**src/ssms_pkg.sv**
```systemverilog
package ssms_pkg;

    localparam int unsigned MESSAGE_BYTES_MAX_DEF = 11;
    localparam int unsigned QUEUE_DEPTH_DEF       = 2;

    localparam int unsigned DWELL_W     = 16;
    localparam int unsigned SEG_W       = 8;
    localparam int unsigned DIGIT_W     = 5;
    localparam int unsigned KIND_W      = 2;
    localparam int unsigned GLYPH_SEG_W = 7;

    localparam logic [DWELL_W-1:0] DWELL_RESET = 16'd1;

    // request types
    localparam logic REQ_BYTE = 1'b0;
    localparam logic REQ_TICK = 1'b1;

    // result kinds
    localparam logic [KIND_W-1:0] KIND_SCAN   = 2'd0;
    localparam logic [KIND_W-1:0] KIND_ACCEPT = 2'd1;
    localparam logic [KIND_W-1:0] KIND_REJECT = 2'd2;

    // display layout
    localparam int unsigned GLYPHS_MAX = 4;
    localparam int unsigned POS_FIFTH  = 4;
    localparam int unsigned SLOTS_LIT  = 5;
    localparam int unsigned SLOT_LAST  = 5;
    localparam int unsigned SLOT_W     = 3;

    localparam logic [SEG_W-1:0] SEG_COLON  = 8'h03;
    localparam logic [SEG_W-1:0] SEG_DEGREE = 8'h04;
    localparam logic [SEG_W-1:0] SEG_DP     = 8'h80;

    typedef struct packed {
        logic       req_type;
        logic [7:0] message_byte;
        logic       last_byte;
    } in_item_t;

    typedef struct packed {
        logic [KIND_W-1:0]  result_kind;
        logic [SEG_W-1:0]   segment_drive;
        logic [DIGIT_W-1:0] digit_enable;
    } out_item_t;

    // classified transaction as held in the queue
    typedef struct packed {
        logic                   req_type;
        logic                   last_byte;
        logic                   is_zero;
        logic                   is_dot;
        logic                   is_colon;
        logic                   is_deg_lead;
        logic                   is_deg_tail;
        logic                   rom_hit;
        logic [GLYPH_SEG_W-1:0] rom_seg;
    } cls_item_t;

    // queue head as seen by the back end
    typedef struct packed {
        logic      valid;
        cls_item_t item;
    } q_head_t;

endpackage

```
**src/ssms_front.sv**
```systemverilog
module ssms_front (
    input  ssms_pkg::in_item_t  s_data,
    output ssms_pkg::cls_item_t cls_item
);

    localparam logic [7:0] CHAR_DOT      = 8'h2E;
    localparam logic [7:0] CHAR_COLON    = 8'h3A;
    localparam logic [7:0] CHAR_DEG_LEAD = 8'd194;
    localparam logic [7:0] CHAR_DEG_TAIL = 8'd176;

    // character rom: {hit, segments a..g}
    function automatic logic [ssms_pkg::GLYPH_SEG_W:0] glyph_rom(input logic [7:0] c);
        logic [ssms_pkg::GLYPH_SEG_W:0] r;
        begin
            case (c)
                "0": r = {1'b1, 7'h3F};
                "1": r = {1'b1, 7'h06};
                "2": r = {1'b1, 7'h5B};
                "3": r = {1'b1, 7'h4F};
                "4": r = {1'b1, 7'h66};
                "5": r = {1'b1, 7'h6D};
                "6": r = {1'b1, 7'h7D};
                "7": r = {1'b1, 7'h07};
                "8": r = {1'b1, 7'h7F};
                "9": r = {1'b1, 7'h6F};
                "A": r = {1'b1, 7'h77};
                "B": r = {1'b1, 7'h7C};
                "C": r = {1'b1, 7'h39};
                "D": r = {1'b1, 7'h5E};
                "E": r = {1'b1, 7'h79};
                "F": r = {1'b1, 7'h71};
                "G": r = {1'b1, 7'h3D};
                "H": r = {1'b1, 7'h76};
                "I": r = {1'b1, 7'h06};
                "J": r = {1'b1, 7'h0F};
                "L": r = {1'b1, 7'h38};
                "N": r = {1'b1, 7'h54};
                "O": r = {1'b1, 7'h5C};
                "P": r = {1'b1, 7'h73};
                "Q": r = {1'b1, 7'h67};
                "S": r = {1'b1, 7'h6D};
                "U": r = {1'b1, 7'h3E};
                "Y": r = {1'b1, 7'h6E};
                "_": r = {1'b1, 7'h08};
                " ": r = {1'b1, 7'h00};
                default: r = '0;
            endcase
            return r;
        end
    endfunction

    logic [ssms_pkg::GLYPH_SEG_W:0] rom_out;

    assign rom_out = glyph_rom(s_data.message_byte);

    always_comb begin
        cls_item.req_type    = s_data.req_type;
        cls_item.last_byte   = s_data.last_byte;
        cls_item.is_zero     = (s_data.message_byte == 8'd0);
        cls_item.is_dot      = (s_data.message_byte == CHAR_DOT);
        cls_item.is_colon    = (s_data.message_byte == CHAR_COLON);
        cls_item.is_deg_lead = (s_data.message_byte == CHAR_DEG_LEAD);
        cls_item.is_deg_tail = (s_data.message_byte == CHAR_DEG_TAIL);
        cls_item.rom_hit     = rom_out[ssms_pkg::GLYPH_SEG_W];
        cls_item.rom_seg     = rom_out[ssms_pkg::GLYPH_SEG_W-1:0];
    end

endmodule

```
**src/ssms_queue.sv**
```systemverilog
module ssms_queue #(
    parameter int unsigned DEPTH = ssms_pkg::QUEUE_DEPTH_DEF
) (
    input  logic                       aclk,
    input  logic                       aresetn,
    input  logic                       push,
    input  ssms_pkg::cls_item_t        push_item,
    input  logic                       pop,
    output ssms_pkg::q_head_t          head,
    output logic                       full,
    output logic [$clog2(DEPTH+1)-1:0] level
);

    localparam int unsigned PTR_W   = (DEPTH > 1) ? $clog2(DEPTH) : 1;
    localparam int unsigned LEVEL_W = $clog2(DEPTH + 1);
    localparam logic [PTR_W-1:0]   PTR_LAST   = PTR_W'(DEPTH - 1);
    localparam logic [LEVEL_W-1:0] LEVEL_FULL = LEVEL_W'(DEPTH);

    ssms_pkg::cls_item_t mem [DEPTH];

    logic [PTR_W-1:0]   wr_ptr_reg, wr_ptr_next;
    logic [PTR_W-1:0]   rd_ptr_reg, rd_ptr_next;
    logic [LEVEL_W-1:0] level_reg,  level_next;

    always_comb begin
        wr_ptr_next = wr_ptr_reg;
        rd_ptr_next = rd_ptr_reg;
        level_next  = level_reg;
        if (push) begin
            wr_ptr_next = (wr_ptr_reg == PTR_LAST) ? '0 : wr_ptr_reg + 1'b1;
        end
        if (pop) begin
            rd_ptr_next = (rd_ptr_reg == PTR_LAST) ? '0 : rd_ptr_reg + 1'b1;
        end
        if (push && !pop) begin
            level_next = level_reg + 1'b1;
        end else if (pop && !push) begin
            level_next = level_reg - 1'b1;
        end
    end

    always_ff @(posedge aclk) begin
        if (!aresetn) begin
            wr_ptr_reg <= '0;
            rd_ptr_reg <= '0;
            level_reg  <= '0;
        end else begin
            wr_ptr_reg <= wr_ptr_next;
            rd_ptr_reg <= rd_ptr_next;
            level_reg  <= level_next;
        end
    end

    always_ff @(posedge aclk) begin
        if (push) begin
            mem[wr_ptr_reg] <= push_item;
        end
    end

    assign head.valid = (level_reg != '0);
    assign head.item  = mem[rd_ptr_reg];
    assign full       = (level_reg == LEVEL_FULL);
    assign level      = level_reg;

endmodule

```
**src/ssms_back.sv**
```systemverilog
module ssms_back #(
    parameter int unsigned MESSAGE_BYTES_MAX = ssms_pkg::MESSAGE_BYTES_MAX_DEF
) (
    input  logic                             aclk,
    input  logic                             aresetn,
    input  logic                             cfg_wr_en,
    input  logic [ssms_pkg::DWELL_W-1:0]     cfg_wr_data,
    input  ssms_pkg::q_head_t                head,
    output logic                             pop,
    output logic                             m_valid,
    input  logic                             m_ready,
    output ssms_pkg::out_item_t              m_data
);

    localparam int unsigned BC_W = $clog2(MESSAGE_BYTES_MAX + 1);
    localparam logic [BC_W-1:0] BC_MAX = BC_W'(MESSAGE_BYTES_MAX);

    localparam logic [2:0] PH_EXPECT  = 3'd0;
    localparam logic [2:0] PH_AFTER   = 3'd1;
    localparam logic [2:0] PH_DEG2    = 3'd2;
    localparam logic [2:0] PH_DONE    = 3'd3;
    localparam logic [2:0] PH_ENDED   = 3'd4;
    localparam logic [2:0] PH_INVALID = 3'd5;

    localparam int unsigned SEG_W = ssms_pkg::SEG_W;
    localparam int unsigned SL_W  = ssms_pkg::SLOT_W;
    localparam logic [2:0]      GLYPHS_MAX = 3'(ssms_pkg::GLYPHS_MAX);
    localparam logic [SL_W-1:0] POS_FIFTH  = SL_W'(ssms_pkg::POS_FIFTH);
    localparam logic [SL_W-1:0] SLOTS_LIT  = SL_W'(ssms_pkg::SLOTS_LIT);
    localparam logic [SL_W-1:0] SLOT_LAST  = SL_W'(ssms_pkg::SLOT_LAST);

    ssms_pkg::cls_item_t item;

    logic [ssms_pkg::DWELL_W-1:0] dwell_ticks_reg;
    logic [2:0]       phase_reg,  phase_next;
    logic [2:0]       gc_reg,     gc_next;
    logic [BC_W-1:0]  bc_reg,     bc_next;
    logic [2:0]       used_reg,   used_next;
    logic [SEG_W-1:0] staged_reg [5];
    logic [SEG_W-1:0] staged_next [5];
    logic [SEG_W-1:0] shown_reg [5];
    logic [SEG_W-1:0] shown_next [5];
    logic [2:0]       shown_used_reg, shown_used_next;
    logic [SL_W-1:0]  slot_reg,   slot_next;
    logic [ssms_pkg::DWELL_W-1:0] dwell_cnt_reg, dwell_cnt_next;

    logic                out_valid_reg;
    ssms_pkg::out_item_t out_data_reg, out_data_next;
    logic                has_result;

    // parse and scan scratch
    logic [2:0]       ph_eff;
    logic [2:0]       g;
    logic             run_expect;
    logic [2:0]       dot_idx;
    logic [SL_W-1:0]  s;
    logic [SL_W-1:0]  nx;
    logic [ssms_pkg::DWELL_W-1:0] limit;
    logic [ssms_pkg::DWELL_W:0]   cnt_inc;
    logic             msg_ok;

    assign item       = head.item;
    assign has_result = (item.req_type == ssms_pkg::REQ_TICK) || item.last_byte;
    assign pop        = head.valid && (!out_valid_reg || m_ready || !has_result);

    always_comb begin
        phase_next      = phase_reg;
        gc_next         = gc_reg;
        bc_next         = bc_reg;
        used_next       = used_reg;
        staged_next     = staged_reg;
        shown_next      = shown_reg;
        shown_used_next = shown_used_reg;
        slot_next       = slot_reg;
        dwell_cnt_next  = dwell_cnt_reg;
        out_data_next   = '0;
        ph_eff          = phase_reg;
        g               = gc_reg;
        run_expect      = 1'b0;
        dot_idx         = {1'b0, 2'(used_reg - 3'd1)};
        s               = slot_reg;
        nx              = '0;
        limit           = ssms_pkg::DWELL_RESET;
        cnt_inc         = '0;
        msg_ok          = 1'b0;

        if (pop) begin
            if (item.req_type == ssms_pkg::REQ_TICK) begin
                // scan tick
                limit = (dwell_ticks_reg == '0) ? ssms_pkg::DWELL_RESET : dwell_ticks_reg;
                if (s > SLOT_LAST) begin
                    s = '0;
                end
                if (s < POS_FIFTH && s >= shown_used_reg) begin
                    s = POS_FIFTH;
                end
                out_data_next.result_kind   = ssms_pkg::KIND_SCAN;
                out_data_next.segment_drive = (s < SLOTS_LIT) ? shown_reg[s] : '0;
                out_data_next.digit_enable  = (s < SLOTS_LIT) ?
                    (ssms_pkg::DIGIT_W'(1) << s) : '0;
                cnt_inc = {1'b0, dwell_cnt_reg} + 1'b1;
                if (cnt_inc >= {1'b0, limit}) begin
                    dwell_cnt_next = '0;
                    nx = s + 1'b1;
                    if (nx > SLOT_LAST) begin
                        nx = '0;
                    end
                    if (nx < POS_FIFTH && nx >= shown_used_reg) begin
                        nx = POS_FIFTH;
                    end
                    slot_next = nx;
                end else begin
                    dwell_cnt_next = cnt_inc[ssms_pkg::DWELL_W-1:0];
                    slot_next      = s;
                end
            end else if (!item.last_byte) begin
                // content byte
                if (bc_reg >= BC_MAX) begin
                    ph_eff     = PH_INVALID;
                    phase_next = PH_INVALID;
                end else begin
                    bc_next = bc_reg + 1'b1;
                end
                case (ph_eff)
                    PH_DEG2: begin
                        if (item.is_deg_tail) begin
                            staged_next[4] = staged_reg[4] | ssms_pkg::SEG_DEGREE;
                            phase_next     = PH_EXPECT;
                        end else begin
                            phase_next = PH_INVALID;
                        end
                    end
                    PH_AFTER: begin
                        g       = gc_reg + 3'd1;
                        gc_next = g;
                        if (item.is_dot && used_reg != 3'd0) begin
                            staged_next[dot_idx] = staged_reg[dot_idx] | ssms_pkg::SEG_DP;
                            phase_next = (g >= GLYPHS_MAX) ? PH_DONE : PH_EXPECT;
                        end else if (g >= GLYPHS_MAX) begin
                            phase_next = item.is_zero ? PH_ENDED : PH_INVALID;
                        end else begin
                            run_expect = 1'b1;
                        end
                    end
                    PH_DONE: begin
                        phase_next = item.is_zero ? PH_ENDED : PH_INVALID;
                    end
                    PH_EXPECT: begin
                        run_expect = 1'b1;
                    end
                    default: begin
                    end
                endcase
                if (run_expect) begin
                    if (item.is_zero) begin
                        phase_next = PH_ENDED;
                    end else if (g == 3'd2 && item.is_colon) begin
                        staged_next[4] = staged_reg[4] | ssms_pkg::SEG_COLON;
                        phase_next     = PH_EXPECT;
                    end else if (g == 3'd3 && item.is_deg_lead) begin
                        phase_next = PH_DEG2;
                    end else if (!item.rom_hit || g >= GLYPHS_MAX) begin
                        phase_next = PH_INVALID;
                    end else begin
                        staged_next[{1'b0, g[1:0]}] = {1'b0, item.rom_seg};
                        used_next  = g + 3'd1;
                        phase_next = PH_AFTER;
                    end
                end
            end else begin
                // terminator: commit or drop, then restart staging
                msg_ok = (phase_reg inside {PH_EXPECT, PH_AFTER, PH_DONE, PH_ENDED});
                if (msg_ok) begin
                    shown_next      = staged_reg;
                    shown_used_next = (used_reg > GLYPHS_MAX) ? GLYPHS_MAX : used_reg;
                end
                phase_next = PH_EXPECT;
                gc_next    = '0;
                bc_next    = '0;
                used_next  = '0;
                for (int i = 0; i < 5; i++) begin
                    staged_next[i] = '0;
                end
                out_data_next.result_kind = msg_ok ? ssms_pkg::KIND_ACCEPT
                                                   : ssms_pkg::KIND_REJECT;
            end
        end
    end

    always_ff @(posedge aclk) begin
        if (!aresetn) begin
            dwell_ticks_reg <= ssms_pkg::DWELL_RESET;
            phase_reg       <= PH_EXPECT;
            gc_reg          <= '0;
            bc_reg          <= '0;
            used_reg        <= '0;
            shown_used_reg  <= '0;
            slot_reg        <= '0;
            dwell_cnt_reg   <= '0;
            out_valid_reg   <= 1'b0;
            for (int i = 0; i < 5; i++) begin
                staged_reg[i] <= '0;
                shown_reg[i]  <= '0;
            end
        end else begin
            if (cfg_wr_en) begin
                dwell_ticks_reg <= cfg_wr_data;
            end
            phase_reg      <= phase_next;
            gc_reg         <= gc_next;
            bc_reg         <= bc_next;
            used_reg       <= used_next;
            shown_used_reg <= shown_used_next;
            slot_reg       <= slot_next;
            dwell_cnt_reg  <= dwell_cnt_next;
            staged_reg     <= staged_next;
            shown_reg      <= shown_next;
            if (pop && has_result) begin
                out_valid_reg <= 1'b1;
            end else if (m_ready) begin
                out_valid_reg <= 1'b0;
            end
        end
    end

    always_ff @(posedge aclk) begin
        if (pop && has_result) begin
            out_data_reg <= out_data_next;
        end
    end

    assign m_valid = out_valid_reg;
    assign m_data  = out_data_reg;

endmodule

```
**src/seven_segment_message_scanner.sv**
```systemverilog
// a result passes a queue entry and then the output register before it shows on m_valid
// one transaction in and one queue entry retired per cycle, unless a result stalls
// message bytes other than the last give no result and retire even while the output stalls
// reset (aresetn low, synchronous): queue empty, staging cleared, display blank,
// scan at position one, dwell_ticks back to 1
module seven_segment_message_scanner #(
    parameter int unsigned MESSAGE_BYTES_MAX = ssms_pkg::MESSAGE_BYTES_MAX_DEF,
    parameter int unsigned QUEUE_DEPTH       = ssms_pkg::QUEUE_DEPTH_DEF
) (
    input  logic                         aclk,
    input  logic                         aresetn,
    // configuration: dwell_ticks
    input  logic                         cfg_wr_en,
    input  logic [ssms_pkg::DWELL_W-1:0] cfg_wr_data,
    // request transactions
    input  logic                         s_valid,
    output logic                         s_ready,
    input  ssms_pkg::in_item_t           s_data,
    // result transactions
    output logic                         m_valid,
    input  logic                         m_ready,
    output ssms_pkg::out_item_t          m_data
);

    localparam int unsigned LEVEL_W = $clog2(QUEUE_DEPTH + 1);

    ssms_pkg::cls_item_t cls_item;
    ssms_pkg::q_head_t   q_head;
    logic                q_full;
    logic [LEVEL_W-1:0]  q_level;
    logic                push;
    logic                pop;

    // front end: rom lookup and byte classification, done on the way into the queue
    ssms_front u_front (
        .s_data   (s_data),
        .cls_item (cls_item)
    );

    // accept whenever the queue has room, independent of the output side
    assign s_ready = !q_full;
    assign push    = s_valid && s_ready;

    // short queue decoupling classification from parsing and scanning
    ssms_queue #(
        .DEPTH (QUEUE_DEPTH)
    ) u_queue (
        .aclk      (aclk),
        .aresetn   (aresetn),
        .push      (push),
        .push_item (cls_item),
        .pop       (pop),
        .head      (q_head),
        .full      (q_full),
        .level     (q_level)
    );

    // back end: message parser, shown patterns, scan sequencer, output register
    ssms_back #(
        .MESSAGE_BYTES_MAX (MESSAGE_BYTES_MAX)
    ) u_back (
        .aclk        (aclk),
        .aresetn     (aresetn),
        .cfg_wr_en   (cfg_wr_en),
        .cfg_wr_data (cfg_wr_data),
        .head        (q_head),
        .pop         (pop),
        .m_valid     (m_valid),
        .m_ready     (m_ready),
        .m_data      (m_data)
    );

`ifndef SYNTHESIS
    // a scan drive lights at most one position
    a_scan_onehot: assert property (@(posedge aclk) disable iff (!aresetn)
        (m_valid && m_data.result_kind == ssms_pkg::KIND_SCAN) |->
            $onehot0(m_data.digit_enable))
        else $error("scan drive enables more than one position");

    // verdict transactions carry no drive
    a_verdict_blank: assert property (@(posedge aclk) disable iff (!aresetn)
        (m_valid && m_data.result_kind != ssms_pkg::KIND_SCAN) |->
            (m_data.segment_drive == '0 && m_data.digit_enable == '0))
        else $error("verdict transaction carries segment or digit drive");

    // queue grows by one on a push without a pop
    a_queue_grow: assert property (@(posedge aclk) disable iff (!aresetn)
        (aresetn && push && !pop) |=> (q_level == $past(q_level) + 1'b1))
        else $error("queue level did not follow a push");

    // the back end never retires from an empty queue
    a_pop_nonempty: assert property (@(posedge aclk) disable iff (!aresetn)
        pop |-> q_head.valid)
        else $error("pop from empty queue");
`endif

endmodule

```
**config.mk**
```make
export PLATFORM = sky130hd
export DESIGN_NAME = seven_segment_message_scanner
export DESIGN_NICKNAME = d
export VERILOG_FILES = /design/src/ssms_pkg.sv /design/src/ssms_front.sv /design/src/ssms_queue.sv /design/src/ssms_back.sv /design/src/seven_segment_message_scanner.sv
export SDC_FILE = /design/constraint.sdc
export NUM_CORES = 1
export LEC_CHECK = 0
export ABC_AREA = 1
export BUFFER_PORTS_ARGS = -buffer_cell sky130_fd_sc_hd__buf_2
export CORE_MARGIN = 5
export CORE_UTILIZATION = 40
export DETAILED_ROUTE_END_ITERATION = 12
export PLACE_DENSITY = 0.54
export SYNTH_ARGS = -nofsm -noshare
export SYNTH_HDL_FRONTEND = slang
export SYNTH_SLANG_ARGS = --single-unit
```
**constraint.sdc**
```tcl
create_clock -name aclk -period 9.34 [get_ports aclk]
set_input_delay 2.802 -clock aclk [delete_from_list [all_inputs] [get_ports aclk]]
set_output_delay 2.802 -clock aclk [all_outputs]
set_load 0.005 [all_outputs]
```
==> flow_metrics.tcl <==
set metrics [dict create \
    status "complete, no violations" \
    cts_sinks 182 \
    min_period_over_period 0.497 \
    drive_gt1_frac 0.0816 \
    ctsHtreeMaxLevel 4 \
    syn_nets 1392 \
    hp-start "u_back.staged_reg[6]" \
    endpoint_kind "flip-flop" \
    pwr-share-comb 0.284 \
    n_antenna_cell 0 \
    clock_path_buffers 2 \
    power_frac_clock 0.308 \
    path_class "primary input to flip-flop" \
    p_int_uw 1560 \
    fin_crit_ns 4.65 \
    critPathArrivalTime_ns 4.96 \
    synth_edf_count 45 \
    ant_nets 0 \
    first_global_vias 8051 \
    power.density_nw_per_um2 226 \
    synth_flop_cell "dfxtp_1" \
    dp_slack_ns 4.23 \
    cpLargestDelayFamily "buffers and inverters" \
    grt_max_degree 79 \
    routabilityCongestion 0.897 \
    insertion_delay_ns 0.44 \
    cpMostUsedCell "nor2_1" \
    fmax_ghz 0.215 \
    dp_hpwl_microns 17400 \
    globalRouteOverflowTotal 0 \
    grt_pass1_wl_microns 41200 \
    critPathMaxFanout 78 \
    core.rowCount 57 \
    drv_cap 0 \
    cts_tree "yes" \
    slew_headroom 0.447 \
    synth-seq-cells 182 \
    yosysWarnings 0 \
    synth_area_sq_um 9850 \
    drt_wl_total_microns 24400 \
    grt_antenna_before_repair 0 \
    core_sq_um 24300 \
    final_hold_viol_count 0 \
    start_kind "primary input" \
    worst_slack_ns 4.69 \
    path_clk_slew_ns 0.07 \
    ir_drop_mv 0.154 \
    yosys.area.top_type "dfxtp_1" \
    fin_nets 1409 \
    final_common_cell "nand2_1" \
    critPathLaunch "m_ready" \
    viasPerCell 5.17 \
    worstMarginPinSlew_ns 0.827 \
    port_buffers 47 \
    cts_resized 0 \
    grtUsageTotal 0.176 \
    initial_core_util 0.405 \
    fp.dieH_microns 167 \
    setup_tns_ns 0 \
    power_switching_uw 914 \
    die_w_microns 167 \
    yosys-top-cells-area "dfxtp_1 28%, edfxtp_1 14%, nand2_1 9.1%" \
    wire_per_inst_microns 14.6 \
    die_area_sq_um 27900 \
    synthDistinctLibCells 47 \
    areaGrowthSynthToFinish_pct 11.1 \
    p_sw_frac 0.370 \
    fin_skew_ns 0.0123 \
    drtIter0Drc 527 \
    ys_seq_area_frac 0.416 \
    slowest_delay_ns 0.54 \
    rrSetupSlack_ns 5.12 \
    finalSetupViolations 0 \
    syn_inst 1318 \
    power_uw 2470 \
    dpl_cell_area_sq_um 10300 \
    hold_class "flip-flop to flip-flop" \
    drc 0 \
    final_cell_mix "239 x nand2_1, 168 x inv_1, 162 x a21oi_1" \
    avgSynthCellArea_sq_um 7.47 \
    pin_count 48 \
    vias 8645 \
    seqPwrFrac 0.409 \
    timing.rr.start "u_back.slot_reg[0]" \
    cts_inserted_buffers 17 \
    cpMaxStageDelayCell "buf_4" \
    required_ns 9.66 \
    post_cts_buffers 0 \
    drv_slew 0 \
    power.leakage_uw 0.00423 \
    cp_cell_sequence "buf_2 > nor2_1 > nor2_1 > nor2_2 > nor2_4 > nand3_2 > buf_4 > clkinv_1 > o21ai_0 > a21oi_1" \
    synthArstFlopShare 0 \
    cts_hold_buf 0 \
    yosysTopAreaCellShare 0.278 \
    rsz0062_at_grt "no" \
    crit_buf_inv 3 \
    dr.pass1.iters 6 \
    root_buffer "clkbuf_16" \
    finalInstanceArea_sq_um 10900 \
]
==> stage by stage <==
| stage | cells | utilization | hold slack (ns) |
|---|---|---|---|
| finish | 1672 | 0.450 | 0.424 |
| global route | 1672 | 0.450 | 0.446 |
| CTS | 1672 | 0.450 | 0.426 |
| detailed placement | 1640 | 0.424 | 0.414 |
| global placement | 1640 | 0.424 | 0.412 |
| floorplan | 1318 | - | 0.405 |
==> synth_stat cells (all sizes together) (6+ instances only) <==
library cell / count
a21oi: 162
a31oi: 6
a32o: 7
buf: 19
clkbuf: 38
dfxtp: 137
edfxtp: 45
ha: 43
inv: 174
mux2i: 7
nand2: 240
nand3: 99
nand4: 22
nor2: 73
nor3: 11
o21a: 28
o21ai: 142
o22ai: 9
o31ai: 6
xor2: 8
==> metal layers <==
| layer | vias to the layer above | wire (microns) | GRT usage |
|---|---|---|---|
| li1 | 4503 | - | - |
| met1 | 3921 | 12300 | 0.248 |
| met2 | 186 | 10700 | 0.279 |
| met3 | 35 | 1000 | 0.0256 |
| met4 | 0 | 465 | 0.0534 |
| met5 | - | 0 | 0 |
==> final cells by class <==
type / instances / area, sq um
Fill cell: 2507 / 13400
Multi-Input combinational cell: 902 / 4850
Sequential cell: 182 / 4090
Inverter: 177 / 664
Clock buffer: 18 / 450
Tap cell: 324 / 405
Timing Repair Buffer: 55 / 295
Clock inverter: 14 / 183
==> power groups by stage <==
stage                     logic (uW)  registers [uW]  clock network (uW)
after floorplan                  523            1010                   0
after global placement           699            1030                   0
after detailed placement         706            1030                   0
after CTS                        710            1010                 778
after global routing             802            1030                 810
final                            701            1010                 760
==> tightest hold or removal path: stages (launching register included) <==
cell and delay, ns:
dfxtp_1 0.31, inv_1 0.04, nor2_1 0.03
==> worst paths after layout <==
| check | to | depth (start not counted) |
|---|---|---|
| worst max-delay path | u_back.shown_reg[23] | 10 |
| worst min-delay path | u_back.staged_reg[6] | 2 |
| worst max register to register | u_back.slot_reg[1] | 24 |
| worst min register to register | u_back.staged_reg[6] | 2 |
==> logic make-up (layout without fill, tap and decap cells) <==
| kind of cell | Yosys count | in the layout | synth area share |
|---|---|---|---|
| multiplexers | 7 | 7 | 0.00711 |
| buffers and inverters | 234 | 264 | 0.0918 |
| XOR/XNOR | 13 | 13 | 0.0116 |
| adder cells (fa/ha/maj) | 43 | 43 | 0.0546 |
| flip-flops | 182 | 182 | 0.416 |
| AO/OA/AOI/OAI | 382 | 382 | 0.216 |
| AND/OR/NAND/NOR | 457 | 457 | 0.203 |
Note: power is estimated with default switching activity, not from simulation.
